[config.mk]
export PLATFORM = sky130hd
export DESIGN_NAME = token_proposal_extractor
export DESIGN_NICKNAME = d
export VERILOG_FILES = /design/src/rtl/tpe_pkg.sv /design/src/rtl/token_proposal_extractor.sv /design/src/rtl/tpe_queue.sv /design/src/rtl/tpe_front.sv /design/src/rtl/tpe_back.sv
export SDC_FILE = /design/constraint.sdc
export NUM_CORES = 2
export LEC_CHECK = 0
export ABC_AREA = 1
export BUFFER_PORTS_ARGS = -buffer_cell sky130_fd_sc_hd__buf_2
export CAP_MARGIN = 20
export CORE_AREA = 2 2 479 481
export DETAILED_ROUTE_END_ITERATION = 10
export DIE_AREA = 0 0 481 483
export GPL_TIMING_DRIVEN = 0
export HOLD_SLACK_MARGIN = 0.03
export MAX_ROUTING_LAYER = met4
export PLACE_DENSITY_LB_ADDON = 0.2
export SLEW_MARGIN = 20
export SYNTH_ARGS = -nofsm -noshare
export SYNTH_HDL_FRONTEND = slang
export SYNTH_SLANG_ARGS = --single-unit
[constraint.sdc]
create_clock -name clock -period 26.3 [get_ports clock]
set_clock_uncertainty 0.15 [all_clocks]
set_input_delay 6.575 -clock clock [delete_from_list [all_inputs] [get_ports clock]]
set_output_delay 6.575 -clock clock [all_outputs]
set_load 0.01 [all_outputs]
[src/rtl/tpe_pkg.sv]
// Shared types, constants and byte helpers for the token proposal extractor.
package tpe_pkg;

   localparam int LIMIT_W    = 4;
   localparam int BYTE_W     = 8;
   localparam int WORD_BYTES = 8;
   localparam int WORD_W     = BYTE_W * WORD_BYTES;
   localparam int TIME_W     = 64;
   localparam int SCORE_W    = 16;

   localparam logic [LIMIT_W-1:0] LIMIT_RESET = 4'd8;

   localparam logic KIND_TOKEN = 1'b0;
   localparam logic KIND_DONE  = 1'b1;

   localparam logic STATUS_FOUND = 1'b0;
   localparam logic STATUS_NONE  = 1'b1;

   typedef enum logic [1:0] {
      ST_IDLE,
      ST_FETCH,
      ST_SEND,
      ST_FINISH
   } back_state_type;

   // control part of one queued command
   typedef struct packed {
      logic emit;
      logic bank;
      logic done;
      logic status;
   } cmd_ctl_type;

   // byte write into the token store
   typedef struct packed {
      logic              en;
      logic              bank;
      logic [2:0]        lane;
      logic [BYTE_W-1:0] data;
   } store_wr_type;

   // back end hands a token bank back to the front end
   typedef struct packed {
      logic valid;
      logic bank;
   } release_type;

   function automatic logic is_token_char(input logic [BYTE_W-1:0] c);
      logic digit;
      logic upper;
      logic lower;
      digit = (c >= 8'h30) && (c <= 8'h39);
      upper = (c >= 8'h41) && (c <= 8'h5a);
      lower = (c >= 8'h61) && (c <= 8'h7a);
      return digit || upper || lower || (c == 8'h5f) || (c == 8'h2d);
   endfunction

   function automatic logic [BYTE_W-1:0] to_lower(input logic [BYTE_W-1:0] c);
      logic [BYTE_W-1:0] r;
      r = c;
      if ((c >= 8'h41) && (c <= 8'h5a)) begin
         r = c + 8'h20;
      end
      return r;
   endfunction

endpackage

[src/rtl/token_proposal_extractor.sv]
// Top level of the token proposal extractor: front end, command queue, back end.
//
//  channel  direction  handshake            payload
//  req_     in         req_valid/req_stall  query_byte, query_first, query_last, base_time
//  rsp_     out        rsp_valid/rsp_stall  result_kind ... run_last (one result per transfer)
//  csr_     in         csr_wr_en            csr_wr_data = prop_cap
//
// A byte transfers when the command queue has room and its token bank is free.
// A proposal holds the back end for ST_IDLE, then a store read and an output load per word;
// a done result takes ST_IDLE and ST_FINISH, or only ST_FINISH after a proposal's last word.
// Two token banks let the next run fill while the previous one drains.
// Reset is synchronous; the token store is not cleared.
// Output stall holds the result register and backs up through the queue to req_stall.
module token_proposal_extractor
   import tpe_pkg::*;
   #(parameter int TOKEN_BYTES   = 96,
     parameter int MAX_PROPOSALS = 8,
     parameter int MIN_TOKEN     = 3,
     localparam int LEN_W = $clog2(TOKEN_BYTES),
     localparam int CNT_W = $clog2(MAX_PROPOSALS + 1))
   (
   input  logic                clock,
   input  logic                reset,
   input  logic                req_valid,
   output logic                req_stall,
   input  logic [BYTE_W-1:0]   req_query_byte,
   input  logic                req_query_first,
   input  logic                req_query_last,
   input  logic [TIME_W-1:0]   req_base_time,
   output logic                rsp_valid,
   input  logic                rsp_stall,
   output logic                rsp_result_kind,
   output logic [WORD_W-1:0]   rsp_token_word,
   output logic                rsp_word_last,
   output logic [LEN_W-1:0]    rsp_token_length,
   output logic [SCORE_W-1:0]  rsp_proposal_score,
   output logic [TIME_W-1:0]   rsp_proposal_time,
   output logic [CNT_W-1:0]    rsp_proposal_count,
   output logic                rsp_done_status,
   output logic                rsp_run_last,
   input  logic                csr_wr_en,
   input  logic [LIMIT_W-1:0]  csr_wr_data
   );

   localparam int ROWS   = (TOKEN_BYTES + WORD_BYTES - 2) / WORD_BYTES;
   localparam int ROW_W  = (ROWS > 1) ? $clog2(ROWS) : 1;
   localparam int CTL_W  = $bits(cmd_ctl_type);
   localparam int CMD_W  = CTL_W + LEN_W + CNT_W + TIME_W;

   store_wr_type       wr;
   logic [ROW_W-1:0]   wr_row;
   logic               push;
   cmd_ctl_type        push_ctl;
   logic [LEN_W-1:0]   push_len;
   logic [CNT_W-1:0]   push_count;
   logic [TIME_W-1:0]  push_time;
   logic               q_full;
   logic               q_valid;
   logic               q_pop;
   logic [CMD_W-1:0]   q_head;
   cmd_ctl_type        q_ctl;
   logic [LEN_W-1:0]   q_len;
   logic [CNT_W-1:0]   q_count;
   logic [TIME_W-1:0]  q_time;
   release_type        rel;

   assign {q_ctl, q_len, q_count, q_time} = q_head;

   tpe_front #(
      .TOKEN_BYTES   (TOKEN_BYTES),
      .MAX_PROPOSALS (MAX_PROPOSALS),
      .MIN_TOKEN     (MIN_TOKEN),
      .LEN_W         (LEN_W),
      .CNT_W         (CNT_W),
      .ROW_W         (ROW_W)
   ) u_front (
      .clock           (clock),
      .reset           (reset),
      .req_valid       (req_valid),
      .req_stall       (req_stall),
      .req_query_byte  (req_query_byte),
      .req_query_first (req_query_first),
      .req_query_last  (req_query_last),
      .req_base_time   (req_base_time),
      .csr_wr_en       (csr_wr_en),
      .csr_wr_data     (csr_wr_data),
      .wr              (wr),
      .wr_row          (wr_row),
      .push            (push),
      .push_ctl        (push_ctl),
      .push_len        (push_len),
      .push_count      (push_count),
      .push_time       (push_time),
      .q_full          (q_full),
      .rel             (rel)
   );

   tpe_queue #(
      .WIDTH (CMD_W)
   ) u_queue (
      .clock      (clock),
      .reset      (reset),
      .push       (push),
      .push_data  ({push_ctl, push_len, push_count, push_time}),
      .full       (q_full),
      .head_valid (q_valid),
      .head_data  (q_head),
      .pop        (q_pop)
   );

   tpe_back #(
      .LEN_W (LEN_W),
      .CNT_W (CNT_W),
      .ROW_W (ROW_W)
   ) u_back (
      .clock              (clock),
      .reset              (reset),
      .wr                 (wr),
      .wr_row             (wr_row),
      .q_valid            (q_valid),
      .q_ctl              (q_ctl),
      .q_len              (q_len),
      .q_count            (q_count),
      .q_time             (q_time),
      .q_pop              (q_pop),
      .rel                (rel),
      .rsp_valid          (rsp_valid),
      .rsp_stall          (rsp_stall),
      .rsp_result_kind    (rsp_result_kind),
      .rsp_token_word     (rsp_token_word),
      .rsp_word_last      (rsp_word_last),
      .rsp_token_length   (rsp_token_length),
      .rsp_proposal_score (rsp_proposal_score),
      .rsp_proposal_time  (rsp_proposal_time),
      .rsp_proposal_count (rsp_proposal_count),
      .rsp_done_status    (rsp_done_status),
      .rsp_run_last       (rsp_run_last)
   );

endmodule

[src/rtl/tpe_queue.sv]
// Two-entry command queue between the front end and the back end.
module tpe_queue
   #(parameter int WIDTH = 8)
   (
   input  logic             clock,
   input  logic             reset,
   input  logic             push,
   input  logic [WIDTH-1:0] push_data,
   output logic             full,
   output logic             head_valid,
   output logic [WIDTH-1:0] head_data,
   input  logic             pop
   );

   logic [WIDTH-1:0] entry_ff [2];
   logic             wr_ptr_ff;
   logic             wr_ptr_in;
   logic             rd_ptr_ff;
   logic             rd_ptr_in;
   logic [1:0]       cnt_ff;
   logic [1:0]       cnt_in;

   assign full       = (cnt_ff == 2'd2);
   assign head_valid = (cnt_ff != 2'd0);
   assign head_data  = entry_ff[rd_ptr_ff];

   always_comb begin
      wr_ptr_in = wr_ptr_ff ^ push;
      rd_ptr_in = rd_ptr_ff ^ pop;
      cnt_in    = cnt_ff + 2'(push) - 2'(pop);
   end

   always_ff @(posedge clock) begin
      if (reset) begin
         wr_ptr_ff <= 1'b0;
         rd_ptr_ff <= 1'b0;
         cnt_ff    <= 2'd0;
      end else begin
         wr_ptr_ff <= wr_ptr_in;
         rd_ptr_ff <= rd_ptr_in;
         cnt_ff    <= cnt_in;
      end
   end

   always_ff @(posedge clock) begin
      if (push) begin
         entry_ff[wr_ptr_ff] <= push_data;
      end
   end

endmodule

[src/rtl/tpe_front.sv]
// Front end: takes query bytes, collects runs into the token store, queues commands.
module tpe_front
   import tpe_pkg::*;
   #(parameter int TOKEN_BYTES   = 96,
     parameter int MAX_PROPOSALS = 8,
     parameter int MIN_TOKEN     = 3,
     parameter int LEN_W         = 7,
     parameter int CNT_W         = 4,
     parameter int ROW_W         = 4)
   (
   input  logic                clock,
   input  logic                reset,
   input  logic                req_valid,
   output logic                req_stall,
   input  logic [BYTE_W-1:0]   req_query_byte,
   input  logic                req_query_first,
   input  logic                req_query_last,
   input  logic [TIME_W-1:0]   req_base_time,
   input  logic                csr_wr_en,
   input  logic [LIMIT_W-1:0]  csr_wr_data,
   output store_wr_type        wr,
   output logic [ROW_W-1:0]    wr_row,
   output logic                push,
   output cmd_ctl_type         push_ctl,
   output logic [LEN_W-1:0]    push_len,
   output logic [CNT_W-1:0]    push_count,
   output logic [TIME_W-1:0]   push_time,
   input  logic                q_full,
   input  release_type         rel
   );

   logic [LIMIT_W-1:0] limit_ff;
   logic [LEN_W-1:0]   fill_ff;
   logic [LEN_W-1:0]   fill_in;
   logic [CNT_W-1:0]   emitted_ff;
   logic [CNT_W-1:0]   emitted_in;
   logic [TIME_W-1:0]  held_ff;
   logic [TIME_W-1:0]  held_in;
   logic               stopped_ff;
   logic               stopped_in;
   logic               bank_ff;
   logic               bank_in;
   logic [1:0]         busy_ff;
   logic [1:0]         busy_in;

   logic               accept;
   logic [LEN_W-1:0]   fill_e;
   logic [CNT_W-1:0]   emitted_e;
   logic [TIME_W-1:0]  held_e;
   logic               stopped_e;
   logic [LIMIT_W:0]   lim;
   logic               limit_ok;
   logic               is_tok;
   logic               app;
   logic               end_q;
   logic               flush;
   logic               emit;
   logic [LEN_W-1:0]   new_fill;
   logic [CNT_W-1:0]   emitted_new;

   assign req_stall = q_full || busy_ff[bank_ff];
   assign accept    = req_valid && !req_stall;

   always_comb begin
      fill_e    = req_query_first ? '0 : fill_ff;
      emitted_e = req_query_first ? '0 : emitted_ff;
      held_e    = req_query_first ? req_base_time : held_ff;
      stopped_e = req_query_first ? 1'b0 : stopped_ff;

      if (limit_ff == '0) begin
         lim = (LIMIT_W+1)'(1);
      end else if ({1'b0, limit_ff} > (LIMIT_W+1)'(MAX_PROPOSALS)) begin
         lim = (LIMIT_W+1)'(MAX_PROPOSALS);
      end else begin
         lim = {1'b0, limit_ff};
      end
      limit_ok = int'(emitted_e) < int'(lim);

      is_tok      = is_token_char(req_query_byte);
      app         = !stopped_e && is_tok && limit_ok && (fill_e < LEN_W'(TOKEN_BYTES - 1));
      new_fill    = fill_e + LEN_W'(app);
      end_q       = !stopped_e && ((req_query_byte == '0) || req_query_last);
      flush       = end_q || (!stopped_e && (req_query_byte != '0) && !is_tok);
      emit        = flush && limit_ok && (int'(new_fill) >= MIN_TOKEN);
      emitted_new = emitted_e + CNT_W'(emit);

      fill_in    = flush ? '0 : new_fill;
      emitted_in = emitted_new;
      held_in    = held_e;
      stopped_in = stopped_e || end_q;
      bank_in    = bank_ff ^ emit;

      busy_in = busy_ff;
      if (rel.valid) begin
         busy_in[rel.bank] = 1'b0;
      end
      if (accept && emit) begin
         busy_in[bank_ff] = 1'b1;
      end

      wr.en   = accept && app;
      wr.bank = bank_ff;
      wr.lane = fill_e[2:0];
      wr.data = to_lower(req_query_byte);
      wr_row  = ROW_W'(fill_e >> 3);

      push            = accept && (emit || end_q);
      push_ctl.emit   = emit;
      push_ctl.bank   = bank_ff;
      push_ctl.done   = end_q;
      push_ctl.status = (emitted_new == '0) ? STATUS_NONE : STATUS_FOUND;
      push_len        = new_fill;
      push_count      = emitted_new;
      push_time       = held_e + TIME_W'(emitted_e);
   end

   always_ff @(posedge clock) begin
      if (reset) begin
         limit_ff <= LIMIT_RESET;
      end else if (csr_wr_en) begin
         limit_ff <= csr_wr_data;
      end
   end

   always_ff @(posedge clock) begin
      if (reset) begin
         fill_ff    <= '0;
         emitted_ff <= '0;
         held_ff    <= '0;
         stopped_ff <= 1'b0;
         bank_ff    <= 1'b0;
         busy_ff    <= '0;
      end else begin
         busy_ff <= busy_in;
         if (accept) begin
            fill_ff    <= fill_in;
            emitted_ff <= emitted_in;
            held_ff    <= held_in;
            stopped_ff <= stopped_in;
            bank_ff    <= bank_in;
         end
      end
   end

   a_count_bound: assert property (@(posedge clock) disable iff (reset)
      int'(emitted_ff) <= MAX_PROPOSALS)
      else $error("proposal count above maximum");

   a_fill_bound: assert property (@(posedge clock) disable iff (reset)
      int'(fill_ff) < TOKEN_BYTES)
      else $error("token fill past store");

endmodule

[src/rtl/tpe_back.sv]
// Back end: token store, score table and result sequencing onto the output register.
module tpe_back
   import tpe_pkg::*;
   #(parameter int LEN_W = 7,
     parameter int CNT_W = 4,
     parameter int ROW_W = 4)
   (
   input  logic                clock,
   input  logic                reset,
   input  store_wr_type        wr,
   input  logic [ROW_W-1:0]    wr_row,
   input  logic                q_valid,
   input  cmd_ctl_type         q_ctl,
   input  logic [LEN_W-1:0]    q_len,
   input  logic [CNT_W-1:0]    q_count,
   input  logic [TIME_W-1:0]   q_time,
   output logic                q_pop,
   output release_type         rel,
   output logic                rsp_valid,
   input  logic                rsp_stall,
   output logic                rsp_result_kind,
   output logic [WORD_W-1:0]   rsp_token_word,
   output logic                rsp_word_last,
   output logic [LEN_W-1:0]    rsp_token_length,
   output logic [SCORE_W-1:0]  rsp_proposal_score,
   output logic [TIME_W-1:0]   rsp_proposal_time,
   output logic [CNT_W-1:0]    rsp_proposal_count,
   output logic                rsp_done_status,
   output logic                rsp_run_last
   );

   localparam int MEM_DEPTH = 2 << ROW_W;
   localparam int SCORE_N   = 1 << LEN_W;

   logic [WORD_W-1:0]  mem [MEM_DEPTH];
   logic [WORD_W-1:0]  rd_data_ff;
   logic [SCORE_W-1:0] score_tab [SCORE_N];

   back_state_type     state_ff;
   back_state_type     state_in;
   logic [ROW_W-1:0]   row_ff;
   logic [ROW_W-1:0]   row_in;
   logic [ROW_W-1:0]   last_row;
   logic               is_last;
   logic               out_free;
   logic               load_word;
   logic               load_done;
   logic [WORD_W-1:0]  masked;

   logic               valid_ff;
   logic               kind_ff;
   logic [WORD_W-1:0]  word_ff;
   logic               wlast_ff;
   logic [LEN_W-1:0]   len_ff;
   logic [SCORE_W-1:0] score_ff;
   logic [TIME_W-1:0]  time_ff;
   logic [CNT_W-1:0]   count_ff;
   logic               status_ff;
   logic               run_last_ff;

   // score = round((4L+14)*65536 / (5(L+8))), halves up
   for (genvar g = 0; g < SCORE_N; g++) begin : g_score
      localparam logic [63:0] NUM = 64'(4 * g + 14) * 64'd65536;
      localparam logic [63:0] DEN = 64'(5 * (g + 8));
      localparam logic [63:0] QUO = (NUM * 64'd2 + DEN) / (DEN * 64'd2);
      assign score_tab[g] = QUO[SCORE_W-1:0];
   end

   assign out_free = !valid_ff || !rsp_stall;
   assign last_row = ROW_W'((q_len - LEN_W'(1)) >> 3);
   assign is_last  = (row_ff == last_row);

   always_comb begin
      for (int b = 0; b < WORD_BYTES; b++) begin
         if (int'({row_ff, 3'(b)}) < int'(q_len)) begin
            masked[b*BYTE_W +: BYTE_W] = rd_data_ff[b*BYTE_W +: BYTE_W];
         end else begin
            masked[b*BYTE_W +: BYTE_W] = '0;
         end
      end
   end

   always_comb begin
      state_in  = state_ff;
      row_in    = row_ff;
      q_pop     = 1'b0;
      rel       = '0;
      load_word = 1'b0;
      load_done = 1'b0;
      unique case (state_ff)
         ST_IDLE: begin
            if (q_valid) begin
               row_in   = '0;
               state_in = q_ctl.emit ? ST_FETCH : ST_FINISH;
            end
         end
         ST_FETCH: begin
            state_in = ST_SEND;
         end
         ST_SEND: begin
            if (out_free) begin
               load_word = 1'b1;
               if (is_last) begin
                  rel.valid = 1'b1;
                  rel.bank  = q_ctl.bank;
                  if (q_ctl.done) begin
                     state_in = ST_FINISH;
                  end else begin
                     q_pop    = 1'b1;
                     state_in = ST_IDLE;
                  end
               end else begin
                  row_in   = row_ff + ROW_W'(1);
                  state_in = ST_FETCH;
               end
            end
         end
         ST_FINISH: begin
            if (out_free) begin
               load_done = 1'b1;
               q_pop     = 1'b1;
               state_in  = ST_IDLE;
            end
         end
         default: begin
            state_in = ST_IDLE;
         end
      endcase
   end

   always_ff @(posedge clock) begin
      if (reset) begin
         state_ff <= ST_IDLE;
         row_ff   <= '0;
      end else begin
         state_ff <= state_in;
         row_ff   <= row_in;
      end
   end

   always_ff @(posedge clock) begin
      if (wr.en) begin
         mem[{wr.bank, wr_row}][{wr.lane, 3'b000} +: BYTE_W] <= wr.data;
      end
      rd_data_ff <= mem[{q_ctl.bank, row_ff}];
   end

   always_ff @(posedge clock) begin
      if (reset) begin
         valid_ff <= 1'b0;
      end else if (load_word || load_done) begin
         valid_ff <= 1'b1;
      end else if (!rsp_stall) begin
         valid_ff <= 1'b0;
      end
   end

   always_ff @(posedge clock) begin
      if (load_word) begin
         kind_ff     <= KIND_TOKEN;
         word_ff     <= masked;
         wlast_ff    <= is_last;
         len_ff      <= q_len;
         score_ff    <= score_tab[q_len];
         time_ff     <= q_time;
         count_ff    <= '0;
         status_ff   <= 1'b0;
         run_last_ff <= is_last && !q_ctl.done;
      end else if (load_done) begin
         kind_ff     <= KIND_DONE;
         word_ff     <= '0;
         wlast_ff    <= 1'b0;
         len_ff      <= '0;
         score_ff    <= '0;
         time_ff     <= '0;
         count_ff    <= q_count;
         status_ff   <= q_ctl.status;
         run_last_ff <= 1'b1;
      end
   end

   assign rsp_valid          = valid_ff;
   assign rsp_result_kind    = kind_ff;
   assign rsp_token_word     = word_ff;
   assign rsp_word_last      = wlast_ff;
   assign rsp_token_length   = len_ff;
   assign rsp_proposal_score = score_ff;
   assign rsp_proposal_time  = time_ff;
   assign rsp_proposal_count = count_ff;
   assign rsp_done_status    = status_ff;
   assign rsp_run_last       = run_last_ff;

   a_pop_has_head: assert property (@(posedge clock) disable iff (reset)
      q_pop |-> q_valid)
      else $error("pop from empty queue");

   a_row_in_token: assert property (@(posedge clock) disable iff (reset)
      (state_ff == ST_FETCH) |-> (row_ff <= last_row))
      else $error("word fetch past end of token");

   a_done_ends_run: assert property (@(posedge clock) disable iff (reset)
      (valid_ff && (kind_ff == KIND_DONE)) |-> run_last_ff)
      else $error("done result not marked last");

endmodule

# --- After elaboration in Yosys (flattened, before gate mapping) ---
# Memory sizes are Yosys's and may differ from the RTL's. A register that Yosys moved wholly into a read port is not among the register bits.
# Cells that the tools add are included.
# Widths: inputs -> output; s select.
classes:
  n_reduce_logical: 45
  mux: 66
  addsub: 9
  bitwise: 7
  n_lt_le_gt_ge: 23
  shifts: 2
  eq_ne: 12
ops:
  columns: ["cell", "n"]
  rows:
  - ["$mux 64", 5]
  - ["$mux 8", 9]
  - ["$add 64x4->64", 1]
  - ["$mux 16", 4]
  - ["$shift 8x8->64 const A", 1]
  - ["$shiftx 8x8->64", 1]
  - ["$lt 7x7->1", 8]
  - ["$mux 7", 4]
  - ["$mux 1", 22]
  - ["$mux 2", 11]
  - ["$mux 4", 5]
  - ["$logic_and 1x1->1", 18]
  - ["$ge 8x7->1 const B", 2]
  - ["$le 8x7->1 const B", 2]
  - ["$logic_or 1x1->1", 11]
  - ["$add 8x6->8 const B", 1]
  - ["$eq 8x6->1 const B", 1]
  - ["$eq 8x7->1 const B", 1]
  - ["$ge 8x6->1 const B", 1]
  - ["$ge 8x8->1 const B", 1]
  - ["$le 8x6->1 const B", 1]
  - ["$logic_not 4->1", 2]
  - ["$logic_not 8->1", 1]
  - ["$neg 6->8", 1]
  - ["other kinds (33)", 50]
word_totals:
  ram_bits: 2206
  romBits: 2048
  memories: 3
  output_inout_bits: 161
  register_bits: 253
  input_bits: 83
  word_cells: 189
mem_list:
  columns: ["memory", "depth", "word_bits", "rd", "rd_ports_with_merged_regs", "wr", "line_no", "source"]
  rows:
  - ["(name not given)", 128, 16, 1, 0, 0, "tpe_back.sv:164", "score_ff <= score_tab[q_len];"]
  - ["u_back.mem", 32, 64, 1, 1, 1, "tpe_back.sv:35", "logic [WORD_W-1:0] mem [MEM_DEPTH];"]
  - ["u_queue.entry_ff", 2, 79, 1, 1, 1, "tpe_queue.sv:15", "logic [WIDTH-1:0] entry_ff [2];"]

# --- Longest topological paths before layout ---
depth:
  word_depth: 16
  ltp_mapped: 29
  mapped_depth_nobuf: 27

# --- Cells and area by module ---
# From an unflattened synthesis, not the netlist that was laid out.
unflattened:
  hier_cells: 8860
  hier_area_um2: 104549.0
by_module_without_submodules:
  columns: ["module", "cells_per_inst", "area_per_inst_um2", "instances", "seq_area_each_um2"]
  rows:
  - ["tpe_back", 7456, 91335.1, 1, 67634.9]
  - ["tpe_front", 1131, 6902.9, 1, 1661.6]
  - ["tpe_queue", 273, 6311.1, 1, 4824.6]

# --- Worst setup path after synthesis ---
# Ideal clock, no wire load.
synth_timing:
  kind: "input to register"
  startpoint: "input port rsp_stall"
  endpoint: "register u_back.score_ff[0], in the netlist u_back.rsp_proposal_score[0] (enable)"
  path_buffers: 0
  t_required_ps: 25482
  setup_time_ps: 668
  setup_slack_ps: 12387
  arrival_ps: 13095
  stages: 3
  path_cell_list: "nand2_1 inv_1 nor2_1"
synth_between:
  elab_chain_cells: 5
  elab_cells_between_ends: 6
  cone_classes: "3 x mux; 3 x reduce/logical"
synth_lines:
  columns: ["element", "line_no", "source"]
  rows:
  - ["start: declaration", "token_proposal_extractor.sv:31", "input logic rsp_stall,"]
  - ["$logic_not 1->1 (*)", "tpe_back.sv:69", "assign out_free = !valid_ff || !rsp_stall;"]
  - ["$logic_or 1x1->1 (*)", "tpe_back.sv:69", null]
  - ["$mux 1 (*)", "tpe_back.sv:101, tpe_back.sv:119", null]
  - ["$mux 1", "tpe_back.sv:90", "unique case (state_ff)"]
  - ["$reduce_bool 2->1 (no source line) (*)", null, null]
  - ["end signal: assignment", "tpe_back.sv:164", null]
  - ["end: declaration", "tpe_back.sv:55", "logic [SCORE_W-1:0] score_ff;"]
# Every way passes the cells marked *; elsewhere a longest branch is shown, timed or not.
# A chain may end at the register's enable or synchronous reset.

# --- Final worst setup path ---
layout_timing:
  startpoint: "input port req_query_first"
  endpoint: "memory u_queue.entry_ff[0][58] (netlist bit) (enable)"
layout_between:
  elab_chain_cells: 12
  elab_cells_between_ends: 21
  cone_classes: "1 x add/sub; 3 x order compare; 5 x mux; 12 x reduce/logical"
layout_lines:
  columns: ["element", "line_no", "source"]
  rows:
  - ["start: declaration", "token_proposal_extractor.sv:27", "input logic req_query_first,"]
  - ["branches (longest 5 deep; another with $lt 7x7->1)", null, null]
  - ["$add 7x1->7 (*)", "tpe_front.sv:81", "new_fill = fill_e + LEN_W'(app);"]
  - ["via push_len[6]", "token_proposal_extractor.sv:54", "logic [LEN_W-1:0] push_len;"]
  - ["$ge 7x2->1 (*)", "tpe_front.sv:84", "emit = flush && limit_ok && (int'(new_fill) >= MIN_TOKEN);"]
  - ["$logic_and 1x1->1 (*)", "tpe_front.sv:84", null]
  - ["$logic_or 1x1->1 (*)", "tpe_front.sv:107", "push = accept && (emit || end_q);"]
  - ["$logic_and 1x1->1 (*)", "tpe_front.sv:107", null]
  - ["$mux 1 (*)", "tpe_queue.sv:46", "if (push) begin"]
  - ["$mux 1 (not written as such) (*)", "tpe_queue.sv:47", "entry_ff[wr_ptr_ff] <= push_data;"]
  - ["end: declaration", "tpe_queue.sv:15", null]
# Mark *: on every way through the listed nets, which the timed path passes.

==> run_results.csv <==
group,metric,value,unit
run_status,outcome,"finished with violations",
run_status,violations,"design-rule violations",
placement,dp_hpwl,267,mm
global_routing,antenna_found_initial,31,
placement,gp_congestion,0.997,
worst_setup_path,r2r_slack,20.73,ns
worst_setup_path,regToRegEndpoint,"u_back.rsp_token_word[36]$_SDFFCE_PP0P_",
clock_network,post_cts_resized,0,
clock_network,cts_buffer_depth,4,
sta,fin_crit,11.22,ns
synth,synth-edff-count,2359,
floorplan,die_area,232000,sq um
detailed_routing,ant_nets,0,
worst_setup_path,worst_r2r_startpoint,"u_queue.rd_ptr_ff$_SDFF_PP0_",
clock_network,cts_tree,"done",
final_layout,nNetsFinal,9638,
worst_setup_path,worstRegToRegCells,12,
worst_setup_path,arrival,11.67,ns
placement,dpl_cell_area,111000,sq um
worst_setup_path,cp_data_required_time,26.75,ns
detailed_routing,dr.first_iter.drc_count,12914,
clock_network,root_buffer,"clkbuf_16",
power,total_power,10.0,mW
clock_network,cts_setup_buffers,0,
power,total_leakage_power,44.5,nW
floorplan,die_height,483,um
clock_network,insertion_delay,0.96,ns
global_routing,gr-total-overflow,0,
sta,hold_viol,0,
power,ir_drop,0.0000655,V
clock_network,ctsHoldBuffers,0,
clock_network,path_clk_slew,0.06,ns
global_routing,grt_pass1_wl,532,mm
final_layout,design_area,119000,sq um
final_layout,drive_gt1_share,10.3,%
detailed_routing,first_pass_iters,11,
worst_setup_path,critPathLaunchType,"input port",
detailed_routing,drcViolationCount,1,
detailed_routing,num_vias,76632,
synth,netlist_area,102000,sq um
synth,seq_area_frac_synth,72.8,%
worst_hold_path,hold_depth,2,
synth,synth_common_cells,"edfxtp_1, nor2_1, o21ai_0",
synth,synth_area_per_cell,12.1,sq um
synth,syn_inst,8410,
sta,fmax,0.0892,GHz
synth,yosysWarnings,0,
global_routing,grt_pass1_vias,70324,
sta,slew_headroom,9.41,%
floorplan,io_pins,244,
worst_setup_path,critPathCaptureType,"register",
floorplan,start_util,44.9,%
sta,setup_viol,0,
sta,setup_tns,0,ns
sta,rsz0062_at_grt,"false",
clock_network,cts.sinks,2523,
synth,async_flop_share,0,%
synth,synth-seq-cells,2523,
worst_setup_path,crit_type,"input port to register",
placement,io_buffers,241,
synth,synth.largest_area_cell,"edfxtp_1",
sta,tightest_slew,1.36,ns
job,drv_cap,0,
synth,netlist_top_cells_area,"edfxtp_1, nor2_1, o21ai_0",
final_layout,fill_cells,19766,
floorplan,die_w,481,um
synth,yosysMostFrequentCell,"edfxtp_1",
final_layout,area_delta_synth_final,17.2,%
power,power_density,84.1,nW/um^2
sta,drv_slew,0,
worst_setup_path,critPathMaxFanout,49,
floorplan,core,227000,sq um
synth,synth_top_area_share,69.6,%
global_routing,grt_use_total,33.5,%
synth,synth.distinct_cells,66,
clock_network,htreeDepth,5,
clock_network,cts_buffers,283,
worst_hold_path,whs_endpoint,"u_front.held_ff[3]$_SDFFE_PP0P_",
worst_hold_path,min_from,"u_front.held_ff[3]$_SDFFE_PP0P_",
sta,holdWs,0.302,ns
sta,min_period_over_period,42.6,%
worst_hold_path,holdCritPathClass,"register to register",
global_routing,grt_max_degree,50,
detailed_routing,finalWirelength,388,mm
detailed_routing,routedWlPerCell,30.4,um
synth,synthFlopType,"edfxtp_1",
detailed_routing,viasPerCell,6.00,
floorplan,rows,175,
[worst max-delay path, cell delays in order]
cell,delay (ns)
buf_6,0.14
inv_6,0.11
buf_8,0.17
buf_6,0.20
buf_2,0.29
nand2_1,0.13
inv_1,0.17
ha_1,0.25
nand2_1,0.06
nand2_1,0.06
a21oi_2,0.35
nand3_2,0.16
inv_2,0.22
ha_1,0.19
inv_1,0.06
nor2_4,0.11
nand2_1,0.12
inv_2,0.07
nand3_1,0.07
xor2_1,0.43
nor4_1,0.10
nand3_1,0.17
nand3_1,0.11
o21ai_0,0.34
ha_4,0.58
buf_16,0.31
[cell type report]
cell class | count | area (sq um) | area share, %
sequential | 2523 | 74100 | 62.1
multi-input combinational | 5605 | 27200 | 22.8
clock buffer | 371 | 7680 | 6.44
tap | 3009 | 3760 | 3.16
timing repair buffer | 308 | 2470 | 2.07
buffer | 542 | 2220 | 1.86
inverter | 251 | 948 | 0.795
clock inverter | 108 | 821 | 0.688
antenna | 46 | 115 | 0.0965
[flip-flops by register name, summed over array words and instances, names as in the netlist, 2 cells and up]
name                       flops
u_back.mem                  2048
u_queue.entry_ff             158
u_back.rd_data_ff             64
u_back.rsp_proposal_time      64
u_back.rsp_token_word         64
u_front.held_ff               64
u_back.rsp_proposal_score     16
u_back.rsp_token_length        7
u_front.fill_ff                7
u_back.row_ff                  4
u_back.rsp_proposal_count      4
u_front.emitted_ff             4
u_front.limit_ff               4
u_back.state_ff                2
u_front.busy_ff                2
u_queue.cnt_ff                 2
[metal layers]
metal	GRT usage [%]	share of wire, %
met1	42.2	37
met2	48.6	44
met3	9.68	13
met4	18.3	6.3
met5	-	0
[stage by stage]
stage	instances	util (%)	worst slack, ns
final	12763	52.6	15.08
after global routing	12735	52.6	14.71
after CTS	12712	52.5	15.14
after detailed placement	12233	48.7	14.18
after global placement	12171	47.9	7.75
after floorplan	8921	-	12.39
[worst max-delay path by stage]
| stage | slack, ns | startpoint | depth (start not counted) | endpoint |
|---|---|---|---|---|
| after floorplan | 12.39 | rsp_stall | 3 | u_back.rsp_proposal_score[0]$_SDFFCE_PN0P_ |
| after global routing | 14.71 | req_query_first | 26 | u_queue.entry_ff[1][57]$_DFFE_PP_ |
| final | 15.08 | req_query_first | 26 | u_queue.entry_ff[0][58]$_DFFE_PP_ |
| after global placement | 7.75 | rsp_stall | 4 | u_back.rsp_token_word[22]$_SDFFCE_PP0P_ |
| after detailed placement | 14.18 | req_query_first | 26 | u_queue.entry_ff[0][47]$_DFFE_PP_ |
| after CTS | 15.14 | req_query_first | 26 | u_queue.entry_ff[0][22]$_DFFE_PP_ |
[report_power, final]
group	internal (mW)	switching, mW	total (mW)
combinational	0.421	1.27	1.69
clock	2.15	1.59	3.75
sequential	4.55	0.0474	4.60
total	7.13	2.91	10.0
[cell usage in the layout, fill, tap and decap left out, types with 18 or more instances in the layout]
master,count
a211oi_1,43
a21oi_1,143
buf_1,24
buf_12,28
buf_2,276
clkbuf_1,491
clkbuf_16,289
clkbuf_2,49
clkinv_1,46
clkinv_2,42
conb_1,512
dfxtp_1,164
diode_2,46
edfxtp_1,2359
ha_1,38
inv_1,229
mux2i_1,19
nand2_1,588
nand2_2,23
nand3_1,46
nand4_1,22
nor2_1,1752
nor2_2,57
nor2_4,60
nor3_1,38
o21ai_0,1369
o21ai_1,18
o22ai_1,626
o32ai_1,27
or2_2,32
xnor2_1,24
xor2_1,52
[cells by family after synthesis]
| group | count (synthesis) | share of synthesized area (%) |
|---|---|---|
| other | 1 | 0.00368 |
| AND/OR/NAND/NOR | 2661 | 10.3 |
| buffers and inverters | 793 | 3.05 |
| multiplexers | 19 | 0.187 |
| flip-flops | 2523 | 72.8 |
| adder cells (fa/ha/maj) | 41 | 0.511 |
| AO/OA/AOI/OAI | 2295 | 12.5 |
| XOR/XNOR | 77 | 0.662 |
Power figures use the tool's default switching activity.
